==> src/rtl/light_bar_pair_matcher_macros.svh <==
// Assertion helpers used by the top-level RTL.
`ifndef LIGHT_BAR_PAIR_MATCHER_MACROS_SVH
`define LIGHT_BAR_PAIR_MATCHER_MACROS_SVH

// Same-cycle implication, checked on every rising edge outside reset.
`define LBPM_ASSERT_IMPL(lbl, ante, cons, msg) \
  lbl: assert property (@(posedge clk) disable iff (rst) (ante) |-> (cons)) else $error(msg);

// Next-cycle implication.
`define LBPM_ASSERT_NEXT(lbl, ante, cons, msg) \
  lbl: assert property (@(posedge clk) disable iff (rst) (ante) |=> (cons)) else $error(msg);

`endif

==> src/rtl/lbpm_pkg.sv <==
package lbpm_pkg;

  localparam int HALF_TURN = 2880;
  localparam int FULL_TURN = 5760;

  localparam int ROOT_W = 17;   // floor sqrt of a 33 bit sum of squares
  localparam int RAD_W  = 34;   // radicand padded to whole bit pairs
  localparam int REM_W  = 20;

  typedef enum logic [2:0] {
    CFG_ANGLE_DIFF_LIMIT = 3'd0,
    CFG_RATIO_MIN        = 3'd1,
    CFG_RATIO_MAX        = 3'd2,
    CFG_BOX_ANGLE_MIN    = 3'd3,
    CFG_BOX_ANGLE_MAX    = 3'd4
  } cfg_idx_t;

  // Data that rides alongside the square root chain.
  typedef struct packed {
    logic        pass;   // the four pair tests held
    logic [15:0] cx;
    logic [15:0] cy;
    logic [16:0] hsum;   // sum of the two heights
    logic [12:0] s2;     // wrapped angle sum, two's complement
  } side_t;

endpackage

==> src/rtl/lbpm_front.sv <==
module lbpm_front (
  input  logic                clk,
  input  logic                rst,
  input  logic                adv,
  input  logic                in_valid,
  input  logic [15:0]         a_center_x,
  input  logic [15:0]         a_center_y,
  input  logic [15:0]         a_width,
  input  logic [15:0]         a_height,
  input  logic signed [11:0]  a_angle,
  input  logic [15:0]         b_center_x,
  input  logic [15:0]         b_center_y,
  input  logic [15:0]         b_width,
  input  logic [15:0]         b_height,
  input  logic signed [11:0]  b_angle,
  input  logic [11:0]         angle_lim,
  output logic                vld_o,
  output logic [lbpm_pkg::RAD_W-1:0] rad_o,
  output lbpm_pkg::side_t     side_o
);

  // stage A: pair tests and gaps
  logic signed [12:0] dsgn;
  logic [12:0]        dabs, dred;
  logic               ang_ok, hgt_ok, gap_x_ok, gap_y_ok;
  logic [15:0]        dx_c, dy_c;
  logic [16:0]        hsum_c, wsum_c, cxs, cys;
  logic signed [12:0] s2_raw, s2_c;
  lbpm_pkg::side_t    side_c;

  always_comb begin
    dsgn   = 13'(a_angle) - 13'(b_angle);
    dabs   = dsgn[12] ? 13'(-dsgn) : 13'(dsgn);
    dred   = (dabs > 13'(lbpm_pkg::HALF_TURN)) ? dabs - 13'(lbpm_pkg::HALF_TURN) : dabs;
    ang_ok = (dred < 13'(angle_lim)) ||
             ((13'(lbpm_pkg::HALF_TURN) - dred) < 13'(angle_lim));
    hgt_ok = ((19'(a_height) << 2) < 19'(b_height) * 19'd5 &&
              19'(a_height) * 19'd6 > 19'(b_height) * 19'd5) ||
             ((19'(b_height) << 2) < 19'(a_height) * 19'd5 &&
              19'(b_height) * 19'd6 > 19'(a_height) * 19'd5);
    dx_c     = (a_center_x > b_center_x) ? a_center_x - b_center_x : b_center_x - a_center_x;
    dy_c     = (a_center_y > b_center_y) ? a_center_y - b_center_y : b_center_y - a_center_y;
    wsum_c   = 17'(a_width) + 17'(b_width);
    hsum_c   = 17'(a_height) + 17'(b_height);
    gap_x_ok = 17'(dx_c) > wsum_c;
    gap_y_ok = {dy_c, 1'b0} < hsum_c;
    cxs      = 17'(a_center_x) + 17'(b_center_x);
    cys      = 17'(a_center_y) + 17'(b_center_y);
    s2_raw   = 13'(a_angle) + 13'(b_angle);
    if (s2_raw >= 13'sd2880) begin
      s2_c = s2_raw - 13'(lbpm_pkg::FULL_TURN);
    end else if (s2_raw < -13'sd2880) begin
      s2_c = s2_raw + 13'(lbpm_pkg::FULL_TURN);
    end else begin
      s2_c = s2_raw;
    end
    side_c.pass = ang_ok && hgt_ok && gap_x_ok && gap_y_ok;
    side_c.cx   = cxs[16:1];
    side_c.cy   = cys[16:1];
    side_c.hsum = hsum_c;
    side_c.s2   = s2_c;
  end

  logic            vld_a, vld_b;
  logic [15:0]     dx_a, dy_a;
  lbpm_pkg::side_t side_a, side_b;
  logic [31:0]     sqx_b, sqy_b;

  always_ff @(posedge clk) begin
    if (rst) begin
      vld_a <= 1'b0;
      vld_b <= 1'b0;
      vld_o <= 1'b0;
    end else if (adv) begin
      vld_a <= in_valid;
      vld_b <= vld_a;
      vld_o <= vld_b;
    end
  end

  // stage B squares, stage C sum
  always_ff @(posedge clk) begin
    if (adv) begin
      dx_a   <= dx_c;
      dy_a   <= dy_c;
      side_a <= side_c;
      sqx_b  <= dx_a * dx_a;
      sqy_b  <= dy_a * dy_a;
      side_b <= side_a;
      rad_o  <= {1'b0, 33'(sqx_b) + 33'(sqy_b)};
      side_o <= side_b;
    end
  end

endmodule

==> src/rtl/lbpm_sqrt_step.sv <==
module lbpm_sqrt_step #(
  parameter int STEP = 16
) (
  input  logic                         clk,
  input  logic                         rst,
  input  logic                         adv,
  input  logic                         vld_i,
  input  logic [lbpm_pkg::RAD_W-1:0]   rad_i,
  input  logic [lbpm_pkg::REM_W-1:0]   rem_i,
  input  logic [lbpm_pkg::ROOT_W-1:0]  root_i,
  input  lbpm_pkg::side_t              side_i,
  output logic                         vld_o,
  output logic [lbpm_pkg::RAD_W-1:0]   rad_o,
  output logic [lbpm_pkg::REM_W-1:0]   rem_o,
  output logic [lbpm_pkg::ROOT_W-1:0]  root_o,
  output lbpm_pkg::side_t              side_o
);

  // one root bit per step, pairs of radicand bits from the top
  logic [lbpm_pkg::REM_W-1:0] rem_sh, trial;
  logic                       ge;

  always_comb begin
    rem_sh = {rem_i[lbpm_pkg::REM_W-3:0], rad_i[2*STEP+1 -: 2]};
    trial  = lbpm_pkg::REM_W'({root_i, 2'b01});
    ge     = rem_sh >= trial;
  end

  always_ff @(posedge clk) begin
    if (rst) begin
      vld_o <= 1'b0;
    end else if (adv) begin
      vld_o <= vld_i;
    end
  end

  always_ff @(posedge clk) begin
    if (adv) begin
      rad_o  <= rad_i;
      rem_o  <= ge ? rem_sh - trial : rem_sh;
      root_o <= {root_i[lbpm_pkg::ROOT_W-2:0], ge};
      side_o <= side_i;
    end
  end

endmodule

==> src/rtl/lbpm_back.sv <==
module lbpm_back #(
  parameter int COORD_FRAC_BITS = 4
) (
  input  logic                        clk,
  input  logic                        rst,
  input  logic                        adv,
  input  logic                        vld_i,
  input  logic [lbpm_pkg::ROOT_W-1:0] root_i,
  input  lbpm_pkg::side_t             side_i,
  input  logic [11:0]                 ratio_min,
  input  logic [11:0]                 ratio_max,
  input  logic signed [11:0]          box_angle_min,
  input  logic signed [11:0]          box_angle_max,
  output logic                        vld_o,
  output logic                        is_armor,
  output logic [15:0]                 box_center_x,
  output logic [15:0]                 box_center_y,
  output logic [12:0]                 box_width,
  output logic [12:0]                 box_height,
  output logic signed [11:0]          box_angle
);

  logic [16:0] nl, nw, bwid_c, bhgt_c;

  always_comb begin
    nl     = side_i.hsum >> (COORD_FRAC_BITS + 1);
    nw     = root_i >> COORD_FRAC_BITS;
    bwid_c = (nl < nw) ? nw : nl;
    bhgt_c = (nl < nw) ? nl : nw;
  end

  // stage D: box sides and ratio products
  logic            vld_d;
  lbpm_pkg::side_t side_d;
  logic [16:0]     bwid_d, bhgt_d;
  logic [28:0]     pmin_d, pmax_d;

  always_ff @(posedge clk) begin
    if (rst) begin
      vld_d <= 1'b0;
      vld_o <= 1'b0;
    end else if (adv) begin
      vld_d <= vld_i;
      vld_o <= vld_d;
    end
  end

  always_ff @(posedge clk) begin
    if (adv) begin
      side_d <= side_i;
      bwid_d <= bwid_c;
      bhgt_d <= bhgt_c;
      pmin_d <= 29'(ratio_min) * 29'(bhgt_c);
      pmax_d <= 29'(ratio_max) * 29'(bhgt_c);
    end
  end

  // stage E: windows and result register
  logic [28:0]        bw256;
  logic signed [12:0] s2s;
  logic               ok;

  always_comb begin
    bw256 = 29'(bwid_d) << 8;
    s2s   = $signed(side_d.s2);
    ok    = side_d.pass && (bhgt_d != 17'd0) && (bw256 > pmin_d) && (bw256 < pmax_d) &&
            (14'(s2s) > (14'(box_angle_min) <<< 1)) &&
            (14'(s2s) < (14'(box_angle_max) <<< 1));
  end

  always_ff @(posedge clk) begin
    if (adv) begin
      is_armor     <= ok;
      box_center_x <= ok ? side_d.cx : 16'd0;
      box_center_y <= ok ? side_d.cy : 16'd0;
      box_width    <= ok ? bwid_d[12:0] : 13'd0;
      box_height   <= ok ? bhgt_d[12:0] : 13'd0;
      box_angle    <= ok ? 12'(s2s >>> 1) : 12'sd0;
    end
  end

endmodule

==> src/rtl/light_bar_pair_matcher.sv <==
// Channel   Direction  Handshake          Payload
// input     in         in_valid/in_stall  a_* and b_* bar fields
// result    out        out_valid/out_stall is_armor, box_*
// config    in         cfg_valid/cfg_ready cfg_index, cfg_data
//
// One pair per cycle while the result output is not stalled.
// The square root chain computes one root bit per stage, 17 stages.
// rst is synchronous, active high, clears valid bits and restores the configuration registers to their defaults.
// The whole pipeline holds only while a result is shown and stalled; an empty
// result slot never holds it.
`include "light_bar_pair_matcher_macros.svh"

module light_bar_pair_matcher #(
  parameter int COORD_FRAC_BITS = 4
) (
  input  logic               clk,
  input  logic               rst,
  input  logic               in_valid,
  output logic               in_stall,
  input  logic [15:0]        a_center_x,
  input  logic [15:0]        a_center_y,
  input  logic [15:0]        a_width,
  input  logic [15:0]        a_height,
  input  logic signed [11:0] a_angle,
  input  logic [15:0]        b_center_x,
  input  logic [15:0]        b_center_y,
  input  logic [15:0]        b_width,
  input  logic [15:0]        b_height,
  input  logic signed [11:0] b_angle,
  output logic               out_valid,
  input  logic               out_stall,
  output logic               is_armor,
  output logic [15:0]        box_center_x,
  output logic [15:0]        box_center_y,
  output logic [12:0]        box_width,
  output logic [12:0]        box_height,
  output logic signed [11:0] box_angle,
  input  logic               cfg_valid,
  output logic               cfg_ready,
  input  logic [2:0]         cfg_index,
  input  logic [11:0]        cfg_data
);

  localparam int NSTEP = lbpm_pkg::ROOT_W;

  // Pipeline advances unless the result register holds a stalled transaction.
  logic adv;
  assign adv       = !(out_valid && out_stall);
  assign in_stall  = !adv;
  assign cfg_ready = 1'b1;

  // Configuration registers
  logic [11:0]        angle_diff_limit, ratio_min, ratio_max;
  logic signed [11:0] box_angle_min, box_angle_max;

  always_ff @(posedge clk) begin
    if (rst) begin
      angle_diff_limit <= 12'd160;
      ratio_min        <= 12'd256;
      ratio_max        <= 12'd1280;
      box_angle_min    <= -12'sd320;
      box_angle_max    <= 12'sd320;
    end else if (cfg_valid && cfg_ready) begin
      case (lbpm_pkg::cfg_idx_t'(cfg_index))
        lbpm_pkg::CFG_ANGLE_DIFF_LIMIT: angle_diff_limit <= cfg_data;
        lbpm_pkg::CFG_RATIO_MIN:        ratio_min        <= cfg_data;
        lbpm_pkg::CFG_RATIO_MAX:        ratio_max        <= cfg_data;
        lbpm_pkg::CFG_BOX_ANGLE_MIN:    box_angle_min    <= $signed(cfg_data);
        lbpm_pkg::CFG_BOX_ANGLE_MAX:    box_angle_max    <= $signed(cfg_data);
        default: ;
      endcase
    end
  end

  // Front end: pair tests, squares, radicand (three stages)
  logic                        vld_s [NSTEP+1];
  logic [lbpm_pkg::RAD_W-1:0]  rad_s [NSTEP+1];
  logic [lbpm_pkg::REM_W-1:0]  rem_s [NSTEP+1];
  logic [lbpm_pkg::ROOT_W-1:0] root_s[NSTEP+1];
  lbpm_pkg::side_t             side_s[NSTEP+1];

  lbpm_front u_front (
    .clk        (clk),
    .rst        (rst),
    .adv        (adv),
    .in_valid   (in_valid),
    .a_center_x (a_center_x),
    .a_center_y (a_center_y),
    .a_width    (a_width),
    .a_height   (a_height),
    .a_angle    (a_angle),
    .b_center_x (b_center_x),
    .b_center_y (b_center_y),
    .b_width    (b_width),
    .b_height   (b_height),
    .b_angle    (b_angle),
    .angle_lim  (angle_diff_limit),
    .vld_o      (vld_s[0]),
    .rad_o      (rad_s[0]),
    .side_o     (side_s[0])
  );

  assign rem_s[0]  = '0;
  assign root_s[0] = '0;

  // Square root chain, most significant bit pair first
  for (genvar i = 0; i < NSTEP; i++) begin : g_sqrt
    lbpm_sqrt_step #(.STEP(NSTEP-1-i)) u_step (
      .clk    (clk),
      .rst    (rst),
      .adv    (adv),
      .vld_i  (vld_s[i]),
      .rad_i  (rad_s[i]),
      .rem_i  (rem_s[i]),
      .root_i (root_s[i]),
      .side_i (side_s[i]),
      .vld_o  (vld_s[i+1]),
      .rad_o  (rad_s[i+1]),
      .rem_o  (rem_s[i+1]),
      .root_o (root_s[i+1]),
      .side_o (side_s[i+1])
    );
  end

  // Back end: box sides, ratio and angle windows, result register
  lbpm_back #(.COORD_FRAC_BITS(COORD_FRAC_BITS)) u_back (
    .clk           (clk),
    .rst           (rst),
    .adv           (adv),
    .vld_i         (vld_s[NSTEP]),
    .root_i        (root_s[NSTEP]),
    .side_i        (side_s[NSTEP]),
    .ratio_min     (ratio_min),
    .ratio_max     (ratio_max),
    .box_angle_min (box_angle_min),
    .box_angle_max (box_angle_max),
    .vld_o         (out_valid),
    .is_armor      (is_armor),
    .box_center_x  (box_center_x),
    .box_center_y  (box_center_y),
    .box_width     (box_width),
    .box_height    (box_height),
    .box_angle     (box_angle)
  );

  logic box_nonzero;
  assign box_nonzero = |{box_center_x, box_center_y, box_width, box_height, box_angle};

  // A rejected pair carries an all-zero box.
  `LBPM_ASSERT_IMPL(a_reject_zero, out_valid && !is_armor, !box_nonzero, "nonzero box on reject")
  // An accepted box has nonzero height.
  `LBPM_ASSERT_IMPL(a_accept_hgt, out_valid && is_armor, box_height != 13'd0, "zero box height")
  // A stalled result leaves the pipeline frozen, so the input side stalls too.
  `LBPM_ASSERT_NEXT(a_stall_hold, out_valid && out_stall, out_valid, "stalled result lost")

endmodule
==> config.mk <==
export PLATFORM = sky130hd
export DESIGN_NAME = light_bar_pair_matcher
export DESIGN_NICKNAME = d
export VERILOG_FILES = /design/src/rtl/lbpm_pkg.sv /design/src/rtl/lbpm_front.sv /design/src/rtl/lbpm_sqrt_step.sv /design/src/rtl/lbpm_back.sv /design/src/rtl/light_bar_pair_matcher.sv
export VERILOG_INCLUDE_DIRS = /design/src /design/src/rtl
export SDC_FILE = /design/constraint.sdc
export NUM_CORES = 2
export LEC_CHECK = 0
export BUFFER_PORTS_ARGS = -buffer_cell sky130_fd_sc_hd__buf_2
export CAP_MARGIN = 40
export CORE_MARGIN = 8
export CORE_UTILIZATION = 41
export DETAILED_ROUTE_END_ITERATION = 10
export HOLD_SLACK_MARGIN = 0.05
export PLACE_DENSITY = 0.6
export SYNTH_ARGS = -nofsm -noshare
export SYNTH_HDL_FRONTEND = slang
export SYNTH_SLANG_ARGS = --single-unit
==> constraint.sdc <==
create_clock -name clk -period 182.5 [get_ports clk]
set_clock_uncertainty 0.1 [all_clocks]
set_input_delay 36.5 -clock clk [delete_from_list [all_inputs] [get_ports clk]]
set_output_delay 36.5 -clock clk [all_outputs]
set_load 0.02 [all_outputs]
Word-level counts from Yosys, hierarchy flattened
Index checks and enable logic that the tools add are counted.
{"block": "word_totals", "ff_bits": 2378, "inputBits": 172, "output_inout_bits": 74, "word_cells": 321}
{"block": "op_classes", "n_addsub": 32, "multipliers": 8, "magnitude_cmp": 35, "eq_ne": 4, "muxes": 24, "n_reduce_logical": 20}
{"operator": "18-bit 2-to-1 mux", "n": 15}
{"operator": "16-bit by 16-bit adder with 17-bit output", "n": 4}
{"operator": "13-bit 2-to-1 mux", "n": 5}
{"operator": "16-bit by 16-bit multiplier with 32-bit output", "n": 2}
{"operator": "16-bit subtractor", "n": 4}
{"operator": "12-bit by 17-bit multiplier with 29-bit output", "n": 2}
{"operator": "19-bit greater-than comparator", "n": 2}
{"operator": "18-bit by 19-bit less-than comparator with 1-bit output", "n": 2}
{"operator": "16-bit by 3-bit multiplier with 19-bit output, second input constant", "n": 2}
{"operator": "16-bit by 2-bit multiplier with 18-bit output, second input constant", "n": 2}
{"operator": "32-bit by 32-bit adder with 33-bit output", "n": 1}
{"operator": "16-bit greater-than comparator", "n": 2}
{"operator": "16-bit 2-to-1 mux", "n": 2}
{"operator": "25-bit by 29-bit greater-than comparator with 1-bit output", "n": 1}
{"operator": "25-bit by 29-bit less-than comparator with 1-bit output", "n": 1}
{"operator": "13-bit by 12-bit less-than comparator with 1-bit output", "n": 2}
{"operator": "20-bit by 10-bit >= comparator with 1-bit output", "n": 1}
{"operator": "20-bit by 11-bit >= comparator with 1-bit output", "n": 1}
{"operator": "20-bit by 12-bit >= comparator with 1-bit output", "n": 1}
{"operator": "20-bit by 13-bit >= comparator with 1-bit output", "n": 1}
{"operator": "20-bit by 14-bit >= comparator with 1-bit output", "n": 1}
{"operator": "20-bit by 15-bit >= comparator with 1-bit output", "n": 1}
{"operator": "20-bit by 16-bit >= comparator with 1-bit output", "n": 1}
{"operator": "20-bit by 17-bit >= comparator with 1-bit output", "n": 1}
{"operator": "other kinds (50)", "n": 66}

Depth between registers and ports, before layout
{"block": "logic_depth", "ltp_word": 11, "mapped_depth": 40, "mapped_depth_nobuf": 38}

Cells and area by module
A second synthesis with hierarchy kept.
{"block": "hier_totals", "hier_cells": 11184, "area_unflattened_um2": 148716.4}
{"mod": "lbpm_sqrt_step", "n_inst": 17, "cells_per_inst": 315, "area_each_um2": 5282.6, "seq_area_each_um2": 4043.9}
{"mod": "lbpm_front", "n_inst": 1, "cells_per_inst": 3769, "area_each_um2": 37772.5, "seq_area_each_um2": 9549.2}
{"mod": "lbpm_back", "n_inst": 1, "cells_per_inst": 1834, "area_each_um2": 18723.0, "seq_area_each_um2": 5835.6}
{"mod": "light_bar_pair_matcher", "n_inst": 1, "cells_per_inst": 226, "area_each_um2": 2417.3, "seq_area_each_um2": 1201.2}

Least setup slack after synthesis
Ideal clock, no wire load.
{"block": "synth_path", "kind": "input to register", "startpoint": "input port out_stall", "endpoint": "register g_sqrt[0].u_step.rad_o[10] in the netlist's numbering (enable)", "setup_time_ns": 3.091, "arrival_ns": 89.379, "required_time_ns": 179.309, "slack_ns": 89.930, "cell_stages": 2, "n_path_buf": 1, "cell_sequence": "nand2_1 -> buf_1"}
{"block": "synth_via", "elab_chain_cells": 1}
{"element": "start, declared", "line": "light_bar_pair_matcher.sv:31", "rtl": "input logic out_stall,"}
{"element": "1-bit logical AND", "line": "light_bar_pair_matcher.sv:48", "rtl": "assign adv = !(out_valid && out_stall);"}
{"element": "end signal, assigned", "line": "lbpm_sqrt_step.sv:39", "rtl": "rad_o <= rad_i;"}
{"element": "end, declared", "line": "lbpm_sqrt_step.sv:13", "rtl": "output logic [lbpm_pkg::RAD_W-1:0] rad_o,"}
No other way between the ends.
A chain may end at the register's enable or synchronous reset.

Worst setup path in the final report
{"block": "layout_path", "startpoint": "input port out_stall", "endpoint": "output port in_stall"}
{"block": "layout_via", "elab_chain_cells": 1}
{"element": "1-bit logical AND", "line": "light_bar_pair_matcher.sv:48"}
{"element": "end, declared", "line": "light_bar_pair_matcher.sv:19", "rtl": "output logic in_stall,"}
No other way between the ends.

==> results.py <==
metrics = {
    "sta": {
        "clock.fmax_mhz": 13.5,
        "timing.final.setup_violations": 0,
        "tightestPinTransition_ps": 1130,
        "finalSetupTns_ps": 0,
        "hold_slack_ps": 259,
        "layout_min_cycle_time_ps": 74100,
        "grt_setup_unrepaired": "no",
        "final.period_utilization_pct": 40.6,
        "slew-limit-headroom_pct": 24.7,
        "final-max-slew-violation-count": 0,
        "finalHoldViolCount": 0,
    },
    "min_path": {
        "hp-class": "reg -> reg",
        "hold_depth": 0,
        "holdPathEnd": "g_sqrt[14].u_step.side_o[28]",
        "hold_start": "g_sqrt[13].u_step.side_o[28]",
    },
    "finish": {
        "syn_to_final_growth_pct": 12.1,
        "final_layout_size_suffix_gt1_share_pct": 8.51,
        "nets": 10200,
    },
    "detailed_routing": {
        "residual_antenna_violating_net_count_after_detailed_routing": 0,
        "vias_per_cell": 4.88,
        "drt-total-wl_mm": 189,
        "number_of_detailed_routing_iterations_run_before_antenna_repair": 6,
        "post-route-drc-count": 0,
        "via_count": 60100,
        "wire_per_inst_um": 15.4,
        "drt_iter0_drc": 3485,
    },
    "critical_path": {
        "setup.worst_path.class": "in -> out",
        "worstSetupEndpointType": "output pin",
        "worstReg2RegEnd": "u_back.pmax_d[24]",
        "reg2reg_from": "g_sqrt[16].u_step.root_o[5]",
        "timing.critical_path.required_ps": 145900,
        "setup.reg_to_reg.worst_slack_ps": 172940,
        "reg2reg_depth": 40,
        "worstPathMaxFanout": 23,
        "arrival_ps": 37500,
        "kind_of_start_point_of_the_critical_path": "input pin",
    },
    "synth": {
        "ys_ff_latch": 2047,
        "yosysWarnings": 0,
        "yosys-top-cells-area": "sky130_fd_sc_hd__edfxtp_1 54%, sky130_fd_sc_hd__fa_1 10%, sky130_fd_sc_hd__ha_1 10%, sky130_fd_sc_hd__inv_1 3.8%, sky130_fd_sc_hd__nand2_1 2.3%",
        "netlist_instances": 8208,
        "synth.lib_cells_used.distinct": 109,
        "ys_async_sr_fraction_pct": 0,
        "library_cell_with_the_largest_summed_area_after_synthesis": "sky130_fd_sc_hd__edfxtp_1",
        "number_of_flops_mapped_to_enable_cells_by_yosys": 1965,
        "seq_area_frac_synth_pct": 55.9,
        "ys.flop_type": "sky130_fd_sc_hd__edfxtp_1",
        "synthDominantCellAreaShare_pct": 54.4,
        "synth.cell_area_mm2": 0.108,
        "avgSynthCellArea_um2": 13.2,
    },
    "global_routing": {
        "grt_pass1_wl_mm": 311,
        "grt.overflow.total": 0,
        "maximum_number_of_pins_on_one_net_before_global_route_repair": 216,
        "grtUsageTotal_pct": 13.3,
        "grt_pass1_vias": 62500,
        "antenna_found_initial": 6,
    },
    "run_status": {
        "run_status": "complete, no violations",
    },
    "placement": {
        "portBuffers": 244,
        "gp_congestion": 0.836,
        "dpl.hpwl_mm": 137,
    },
    "clock_network": {
        "h-tree-depth": 4,
        "cts.reportedPaths.clkPinSlew_ps": 60,
        "cts_num_sinks": 2047,
        "cts_resized": 0,
        "post_cts_hold_fix_bufs": 0,
        "cts_max_path_buffers": 3,
        "clock-root-buffer": "sky130_fd_sc_hd__clkbuf_16",
        "post-cts-setup-buffer-count": 0,
        "cts_buffers": 210,
        "clk_lat_worst_skew_ps": 860,
        "clock_tree_from_tritoncts": "done",
    },
    "floorplanning": {
        "die_height_um": 530,
        "io_pins": 246,
        "start_util_pct": 41.1,
        "die_x_um": 530,
        "placementRows": 189,
        "core_region_area_mm2": 0.264,
        "die_area_mm2": 0.281,
    },
    "run": {
        "cap_viol_max_count": 0,
    },
}
[cells in the final DEF (no fill, tap or decap), types with 35 or more instances in the layout]
master and count:
sky130_fd_sc_hd__buf_2 245, sky130_fd_sc_hd__and2_1 293, sky130_fd_sc_hd__nor2b_1 63, sky130_fd_sc_hd__nand3_1 78, sky130_fd_sc_hd__buf_4 39, sky130_fd_sc_hd__nand2b_1 66
sky130_fd_sc_hd__inv_1 1092, sky130_fd_sc_hd__dfxtp_1 82, sky130_fd_sc_hd__nor2_1 290, sky130_fd_sc_hd__xor2_1 133, sky130_fd_sc_hd__a21o_1 115, sky130_fd_sc_hd__ha_1 896
sky130_fd_sc_hd__o21a_1 91, sky130_fd_sc_hd__clkbuf_16 211, sky130_fd_sc_hd__edfxtp_1 1965, sky130_fd_sc_hd__a21oi_1 403, sky130_fd_sc_hd__xnor2_1 277, sky130_fd_sc_hd__clkinv_2 49
sky130_fd_sc_hd__o21bai_1 93, sky130_fd_sc_hd__clkinv_1 38, sky130_fd_sc_hd__nand4_1 62, sky130_fd_sc_hd__o21ai_0 204, sky130_fd_sc_hd__nor4_1 35, sky130_fd_sc_hd__nand2_1 663
sky130_fd_sc_hd__fa_1 564, sky130_fd_sc_hd__nor3_1 87
[critical path: stages]
cell and delay (ps):
sky130_fd_sc_hd__buf_2 110, sky130_fd_sc_hd__nand2_4 100, sky130_fd_sc_hd__inv_1 500, sky130_fd_sc_hd__buf_2 280
[cell usage after synthesis (10+ instances only)]
library cell,n
sky130_fd_sc_hd__nand4_1,62
sky130_fd_sc_hd__nand2_1,664
sky130_fd_sc_hd__nor2_1,290
sky130_fd_sc_hd__a21o_1,115
sky130_fd_sc_hd__a31oi_1,16
sky130_fd_sc_hd__o211ai_1,18
sky130_fd_sc_hd__or2_2,28
sky130_fd_sc_hd__o21bai_1,93
sky130_fd_sc_hd__nor2b_1,63
sky130_fd_sc_hd__nor3b_1,21
sky130_fd_sc_hd__a21oi_1,404
sky130_fd_sc_hd__o21ai_0,204
sky130_fd_sc_hd__mux2i_1,21
sky130_fd_sc_hd__nand3b_1,15
sky130_fd_sc_hd__clkbuf_1,156
sky130_fd_sc_hd__o31ai_1,30
sky130_fd_sc_hd__a22oi_1,14
sky130_fd_sc_hd__nand2b_1,66
sky130_fd_sc_hd__o2111ai_1,10
sky130_fd_sc_hd__mux2_2,27
sky130_fd_sc_hd__and3_1,25
sky130_fd_sc_hd__xnor2_1,277
sky130_fd_sc_hd__a211oi_1,23
sky130_fd_sc_hd__xor2_1,133
sky130_fd_sc_hd__a21boi_0,25
sky130_fd_sc_hd__and2_1,293
sky130_fd_sc_hd__nor3_1,87
sky130_fd_sc_hd__dfxtp_1,82
sky130_fd_sc_hd__ha_1,896
sky130_fd_sc_hd__inv_1,1092
sky130_fd_sc_hd__a2111oi_0,10
sky130_fd_sc_hd__nand3_1,78
sky130_fd_sc_hd__nor4_1,36
sky130_fd_sc_hd__o21a_1,91
sky130_fd_sc_hd__or4_1,12
sky130_fd_sc_hd__fa_1,564
sky130_fd_sc_hd__edfxtp_1,1965
sky130_fd_sc_hd__or3_1,30
[stage by stage]
stage	area [µm²]	setup slack [ps]	utilization, %	instances
after floorplan	109000	89930	-	8235
after global placement	114000	107670	43.1	11900
after detailed placement	114000	108400	43.3	11900
after CTS	122000	108400	46.0	12300
after global routing	122000	108300	46.0	12300
final	122000	108400	46.0	12300
[per-layer routing]
layer	track usage (%)	vias to the layer above	routed length, µm
met5	0	-	74
met4	4.64	12	6320
met3	2.59	338	9080
met2	22.7	1146	90500
met1	17.1	29300	83200
li1	-	29300	-
[cell families (layout without fill, tap and decap cells)]
group           count (synthesis)  count (layout)  share of synthesized area, %
flops                        2047            2047                          55.9
simple gates                 1798            1798                          8.12
fa+ha+maj                    1461            1461                          20.8
buf+inv                      1266            1794                          4.41
compound gates               1173            1173                          6.97
xor+xnor                      413             413                          3.36
mux                            48              48                         0.474
other cells                     2              30                       0.00692
[layout make-up]
class                           instances  area (µm²)
Multi-Input combinational cell       4922       43200
Fill cell                           23400      143000
Antenna cell                            1        2.50
Clock inverter                        155        1800
Timing Repair Buffer                  303        1960
Sequential cell                      2047       60600
Clock buffer                          243        5440
Inverter                             1093        4100
Tap cell                             3533        4420
[sequential cells by signal, summed over array words and instances (netlist names), 30 cells and up]
signal / cells
g_sqrt.u_step.rem_o: 192
g_sqrt.u_step.rad_o: 156
u_front.side_b: 58
u_front.sqy_b: 30
u_front.sqx_b: 30
u_back.side_d: 33
g_sqrt.u_step.root_o: 143
u_front.side_a: 58
u_front.side_o: 58
g_sqrt.u_step.side_o: 986
[worst max-delay path by stage]
stage	from	cells after the start	to	slack, ps
after global routing	out_stall	4	in_stall	108300
after detailed placement	out_stall	4	in_stall	108400
after global placement	out_stall	4	in_stall	107670
after floorplan	out_stall	2	g_sqrt[0].u_step.rad_o[10]	89930
final	out_stall	4	in_stall	108400
after CTS	out_stall	4	in_stall	108400
Power is not shown: default switching activity piles up to over one toggle a cycle in this logic, so the estimate is an artifact.
